### src/rtl/core/bsfe_pkg.sv
// ----------------------------------------------------------------------------
// bsfe_pkg: shared types and constants for the bookmark set block
// Status codes, payload types, and the command/status bundles that join the
// controller and the datapath.
// ----------------------------------------------------------------------------
`default_nettype none

package bsfe_pkg;

	// Default sizing of the store
	localparam int MAX_BOOKS_DEF = 256;
	localparam int MAX_MARKS_DEF = 8;

	// Payload field types (fixed by the channel definition)
	typedef logic [0:0]  op_t;
	typedef logic [7:0]  index_t;
	typedef logic [31:0] line_t;
	typedef logic [2:0]  status_t;
	typedef logic [3:0]  count_t;
	typedef logic [8:0]  book_count_t;

	// Operation codes
	localparam op_t OP_ADD    = 1'b0;
	localparam op_t OP_REMOVE = 1'b1;

	// Result status codes
	localparam status_t ST_ADDED    = 3'd0;
	localparam status_t ST_PRESENT  = 3'd1;
	localparam status_t ST_EVICTED  = 3'd2;
	localparam status_t ST_REMOVED  = 3'd3;
	localparam status_t ST_ABSENT   = 3'd4;
	localparam status_t ST_BADINDEX = 3'd5;

	// Register map
	localparam int APB_ADDR_W = 3;
	localparam int APB_DATA_W = 32;
	localparam logic REG_BOOK_COUNT = 1'b0;   // word select paddr[2]

	// Controller -> datapath commands
	typedef struct packed {
		logic    load_item;   // capture request, check index
		logic    rd_cnt;      // read count store
		logic    load_cnt;    // latch count, clear walk pointers
		logic    rd_line;     // issue line read at walk pointer, advance
		logic    shift;       // returned data moves down one slot
		logic    ptr_one;     // start shift walk at slot one
		logic    wr_new;      // write request line at tail
		logic    wr_cnt;      // write new count back
		logic    res_load;    // load output register
		status_t res_code;
	} cmd_t;

	// Datapath -> controller status
	typedef struct packed {
		logic bad;         // record index rejected
		logic op_rm;       // request is a remove
		logic more_scan;   // walk pointer below count
		logic more_shift;  // walk pointer below list size
		logic hit;         // line matched at least once
		logic full;        // list holds its maximum
		logic out_free;    // output register can take a result
	} sts_t;

endpackage

`default_nettype wire

### src/rtl/core/bsfe_ctrl.sv
// ----------------------------------------------------------------------------
// bsfe_ctrl: sequencer of the bookmark set block
// Steps one request through index check, count read, list walk, write-back
// and result hand-off.
// ----------------------------------------------------------------------------
`default_nettype none

module bsfe_ctrl (
	input  wire              clk,
	input  wire              arst_n,
	input  wire              in_valid,
	output logic             in_ready,
	input  bsfe_pkg::sts_t   sts,
	output bsfe_pkg::cmd_t   cmd
);

	localparam logic [2:0] S_IDLE   = 3'd0;
	localparam logic [2:0] S_CHK    = 3'd1;
	localparam logic [2:0] S_CNT    = 3'd2;
	localparam logic [2:0] S_SCAN   = 3'd3;
	localparam logic [2:0] S_DECIDE = 3'd4;
	localparam logic [2:0] S_SHIFT  = 3'd5;
	localparam logic [2:0] S_LAST   = 3'd6;
	localparam logic [2:0] S_DONE   = 3'd7;

	logic [2:0]        state_q;
	logic [2:0]        state_d;
	bsfe_pkg::status_t code_q;
	bsfe_pkg::status_t code_d;

	always_comb begin
		state_d      = state_q;
		code_d       = code_q;
		in_ready     = 1'b0;
		cmd          = '0;
		cmd.res_code = code_q;
		unique case (state_q)
			S_IDLE: begin
				in_ready = 1'b1;
				if (in_valid) begin
					cmd.load_item = 1'b1;
					state_d       = S_CHK;
				end
			end
			S_CHK: begin
				if (sts.bad) begin
					code_d  = bsfe_pkg::ST_BADINDEX;
					state_d = S_DONE;
				end else begin
					cmd.rd_cnt = 1'b1;
					state_d    = S_CNT;
				end
			end
			S_CNT: begin
				cmd.load_cnt = 1'b1;
				state_d      = S_SCAN;
			end
			S_SCAN: begin
				if (sts.more_scan) begin
					cmd.rd_line = 1'b1;
				end else begin
					state_d = S_DECIDE;
				end
			end
			S_DECIDE: begin
				state_d = S_DONE;
				if (sts.op_rm) begin
					if (sts.hit) begin
						cmd.wr_cnt = 1'b1;
						code_d     = bsfe_pkg::ST_REMOVED;
					end else begin
						code_d = bsfe_pkg::ST_ABSENT;
					end
				end else if (sts.hit) begin
					code_d = bsfe_pkg::ST_PRESENT;
				end else if (!sts.full) begin
					cmd.wr_new = 1'b1;
					cmd.wr_cnt = 1'b1;
					code_d     = bsfe_pkg::ST_ADDED;
				end else begin
					cmd.ptr_one = 1'b1;
					state_d     = S_SHIFT;
				end
			end
			S_SHIFT: begin
				cmd.shift = 1'b1;
				if (sts.more_shift) begin
					cmd.rd_line = 1'b1;
				end else begin
					state_d = S_LAST;
				end
			end
			S_LAST: begin
				cmd.wr_new = 1'b1;
				code_d     = bsfe_pkg::ST_EVICTED;
				state_d    = S_DONE;
			end
			S_DONE: begin
				if (sts.out_free) begin
					cmd.res_load = 1'b1;
					state_d      = S_IDLE;
				end
			end
		endcase
	end

	always_ff @(posedge clk or negedge arst_n) begin
		if (!arst_n) begin
			state_q <= S_IDLE;
			code_q  <= bsfe_pkg::ST_ADDED;
		end else begin
			state_q <= state_d;
			code_q  <= code_d;
		end
	end

endmodule

`default_nettype wire

### config.mk
export PLATFORM = sky130hd
export DESIGN_NAME = bsfe_ctrl
export DESIGN_NICKNAME = d
export VERILOG_FILES = /design/src/rtl/core/bsfe_pkg.sv /design/src/rtl/core/bsfe_ctrl.sv
export SDC_FILE = /design/constraint.sdc
export NUM_CORES = 1
export LEC_CHECK = 0
export BUFFER_PORTS_ARGS = -buffer_cell sky130_fd_sc_hd__buf_2
export CAP_MARGIN = 20
export CORE_AREA = 2 2 39 41
export CTS_CLUSTER_DIAMETER = 120
export CTS_CLUSTER_SIZE = 25
export DETAILED_ROUTE_END_ITERATION = 7
export DIE_AREA = 0 0 41 43
export PLACE_DENSITY = 0.68
export SYNTH_ARGS = -nofsm -noshare
export SYNTH_HDL_FRONTEND = slang
export SYNTH_SLANG_ARGS = --single-unit
### constraint.sdc
create_clock -name clk -period 2.4 [get_ports clk]
set_input_delay 0.12 -clock clk [delete_from_list [all_inputs] [get_ports clk]]
set_output_delay 0.12 -clock clk [all_outputs]
set_load 0.1 [all_outputs]
-- Word level (Yosys, flattened, before mapping)
Index checks and enable logic that the tools add are counted.
- register bits after elaboration: 6
- bits of input ports: 10
- output and inout bits: 13
- reductions and logical operators: 4
- equal/unequal tests: 13
- mux-type cells: 36
- operator list (cell ; count):
    $mux W3 ; 11
    $pmux W3 S8 ; 1
    $mux W1 ; 16
    $eq A3 B3 Y1 const B ; 4
    $mux W2 ; 5
    $ne A2 B2 Y1 const B ; 5
    $pmux W3 S3 ; 1
    $eq A3 B2 Y1 const B ; 2
    $ne A4 B4 Y1 const B ; 1
    $pmux W1 S2 ; 2
    $reduce_and A4 Y1 ; 1
    $eq A3 B1 Y1 const B ; 1
    $logic_not A3 Y1 ; 1
    $reduce_and A3 Y1 ; 1
    $reduce_bool A3 Y1 ; 1

-- Longest topological paths before layout
- depth in word-level cells: 4
- gate-level depth with buffers: 5
- gate-level depth less buffers: 3

-- Least setup slack after synthesis
OpenSTA, ideal clock, no wires.
- kind: flip-flop to output port
- start: reg state_q[2]
- end: out cmd[10] in the netlist's numbering
- data arrival time: 3.526 ns
- buffers on the path: 1
- path slack: -1.246 ns
- stages on the path, launching flop included: 3
- path through: dfrtp_1 > buf_2 > nor4_1
- RTL lines (element ; RTL line ; source):
    start, declared ; bsfe_ctrl.sv:26 ; logic [2:0] state_q;
    start signal, assigned ; bsfe_ctrl.sv:112 ; state_q <= state_d;
    end, declared ; bsfe_ctrl.sv:14 ; output bsfe_pkg::cmd_t cmd

==> qor.csv <==
metric,value,unit
crit path time final,2.03,ns
Antenna Nets Post-Route,0,
number of antenna violations at the first check in global routing,0,
row count,14,
FF-to-FF End,state_q[0],
clk_lat worst skew,0.24,ns
Setup Buffers After CTS,0,
fin crit share,0.844,
final hold slack,0.234,ns
largest net degree at the start of global routing,20,
Yosys cell types,29,
Post-synth EDFFs,0,
Detailed Route WL,1210,um
"Req. time, crit path",2.28,ns
outcome,finished clean,
Cells after Synth,63,
fmax,494,MHz
CP startpoint kind,flip-flop,
most frequent cells after synthesis,"a21oi_1 (6), dfrtp_1 (6), nand2_1 (4), nand2b_1 (4), o21ai_1 (4)",
final setup fails,0,
maxcap violations,0,
utilization after layout,0.479,
area of the core,1380,um2
post-synth top area share,0.290,
initial core utilization,0.374,
Overall Global Routing Usage,0.168,
pre-CTS WS,0.632,ns
antenna cells,0,
YS warnings,0,
worst-path fanout max,19,
worst hold path class,in2async,
crit end category,primary output,
number of buffers and inverters on the critical path,1,
drt drc,0,
CP Class,reg2out,
Via density,5.33,
die extent in y,43,um
Synth area leaders,"dfrtp_1 (29%), buf_6 (6.5%), a21oi_1 (5.8%)",
CTS tree,built,
syn_area_per_cell,8.22,um2
layout cells sized above 1,0.405,
slew margin rel.,0.543,
"Seq/Total Area, Yosys",0.290,
fillers,144,
CP arrival,1.91,ns
nets@finish,96,
area grow syn2layout,28.0,%
flop-to-flop setup slack,0.99,ns
gr ovfl total,0,
DPL Wire Length,918,um
via count,533,
crit-path cells,"nor4b_4, nor2b_1, buf_2",
Least-Margin Pin Slew,0.686,ns
RSZ-0062 raised after global routing,false,
CTS Buf Count,3,
setup TNS,0,ns
first-pass GRT wire length,2050,um
Layout Skew,0.000793,ns
fin. max-slew vios,0,
WL/cell,12.1,um
H-tree depth,1,
"slowest stage delay, CP",0.62,ns
number of synthesized register bits,6,
fin worst setup slack,0.375,ns
Worst R2R Start,state_q[1],
clock sinks,6,
Clock Path Buffers,2,
Top delay family on crit path,flip-flops,
DRT iter0 DRCs,3,
Placer Congestion,0.753,
"FFs w/ async S/R, synth",1.00,
Root Buffer,clkbuf_4,
# IOs,23,
r2r worst-path depth,3,
die width,41,um
clock-pin slew on the worst setup and hold paths,0.04,ns
slowest library cell on the worst path,dfrtp_1,
Buffers on Ports,22,
"Net Count, Synth",73,
"area leader, netlist",dfrtp_1,
cell area after synthesis,518,um2
most used flip-flop cell after synthesis,dfrtp_1,
die area,1760,um2
Final Hold Fails,0,
drt first pass iters,4,
number of global-route vias before repair,506,
==> worst register-to-register path, delay by kind of cell (launching register included) <==
kind	cells	cell delay, ns
flip-flops	1	0.78
AND/OR/NAND/NOR	1	0.15
AO/OA/AOI/OAI	2	0.40
==> worst max path at each step <==
stage               start  endpoint  cells after the start
6_report       state_q[1]    cmd[6]                      3
3_5_place_dp   state_q[1]    cmd[6]                      3
5_1_grt        state_q[1]    cmd[8]                      4
4_1_cts        state_q[1]    cmd[6]                      3
3_3_place_gp   state_q[1]    cmd[6]                      3
2_1_floorplan  state_q[1]   cmd[10]                      3
==> layout by cell type (no fill, tap or decap), types with 3 or more instances in the layout <==
master	instances
a21oi_1	6
buf_2	22
clkbuf_4	3
dfrtp_1	6
nand2_1	4
nand2b_1	4
nor2_1	3
o21ai_0	3
o21ai_1	4
==> layer usage <==
layer	up-vias	track usage	wire length (um)
met5	-	0	0
met4	0	0.0400	0
met3	0	0.0628	80
met2	19	0.247	557
met1	240	0.227	576
li1	274	-	-
==> area by class of cell <==
cell class,count,area (um2),area share
Multi-Input combinational cell,49,339,0.511
Timing Repair Buffer,23,120,0.181
Clock buffer,3,22.5,0.0340
Tap cell,16,20.0,0.0302
Sequential cell,6,150,0.226
Inverter,3,11.3,0.0170
==> flip-flops by register name (all words and copies together) (netlist names) <==
register  cells
code_q        3
state_q       3
==> logic make-up after synthesis <==
| family | count (synthesis) | synth area share |
|---|---|---|
| buf+inv | 8 | 0.111 |
| flops | 6 | 0.290 |
| simple gates | 29 | 0.362 |
| mux | 1 | 0.0193 |
| compound gates | 19 | 0.217 |
==> metrics by stage <==
step / instances / cell area [um2]
2_1_floorplan: 63 / 547
3_3_place_gp: 96 / 631
3_5_place_dp: 96 / 631
4_1_cts: 100 / 663
5_1_grt: 100 / 663
6_report: 100 / 663
==> what timing repair did <==
item | in CTS | in global routing
gates resized for setup | 0 | 0
endpoints found under the hold margin | 6 | 0
hold buffers | 1 | 0
Power is not shown: default switching activity piles up to over one toggle a cycle in this logic, so the estimate is an artifact.
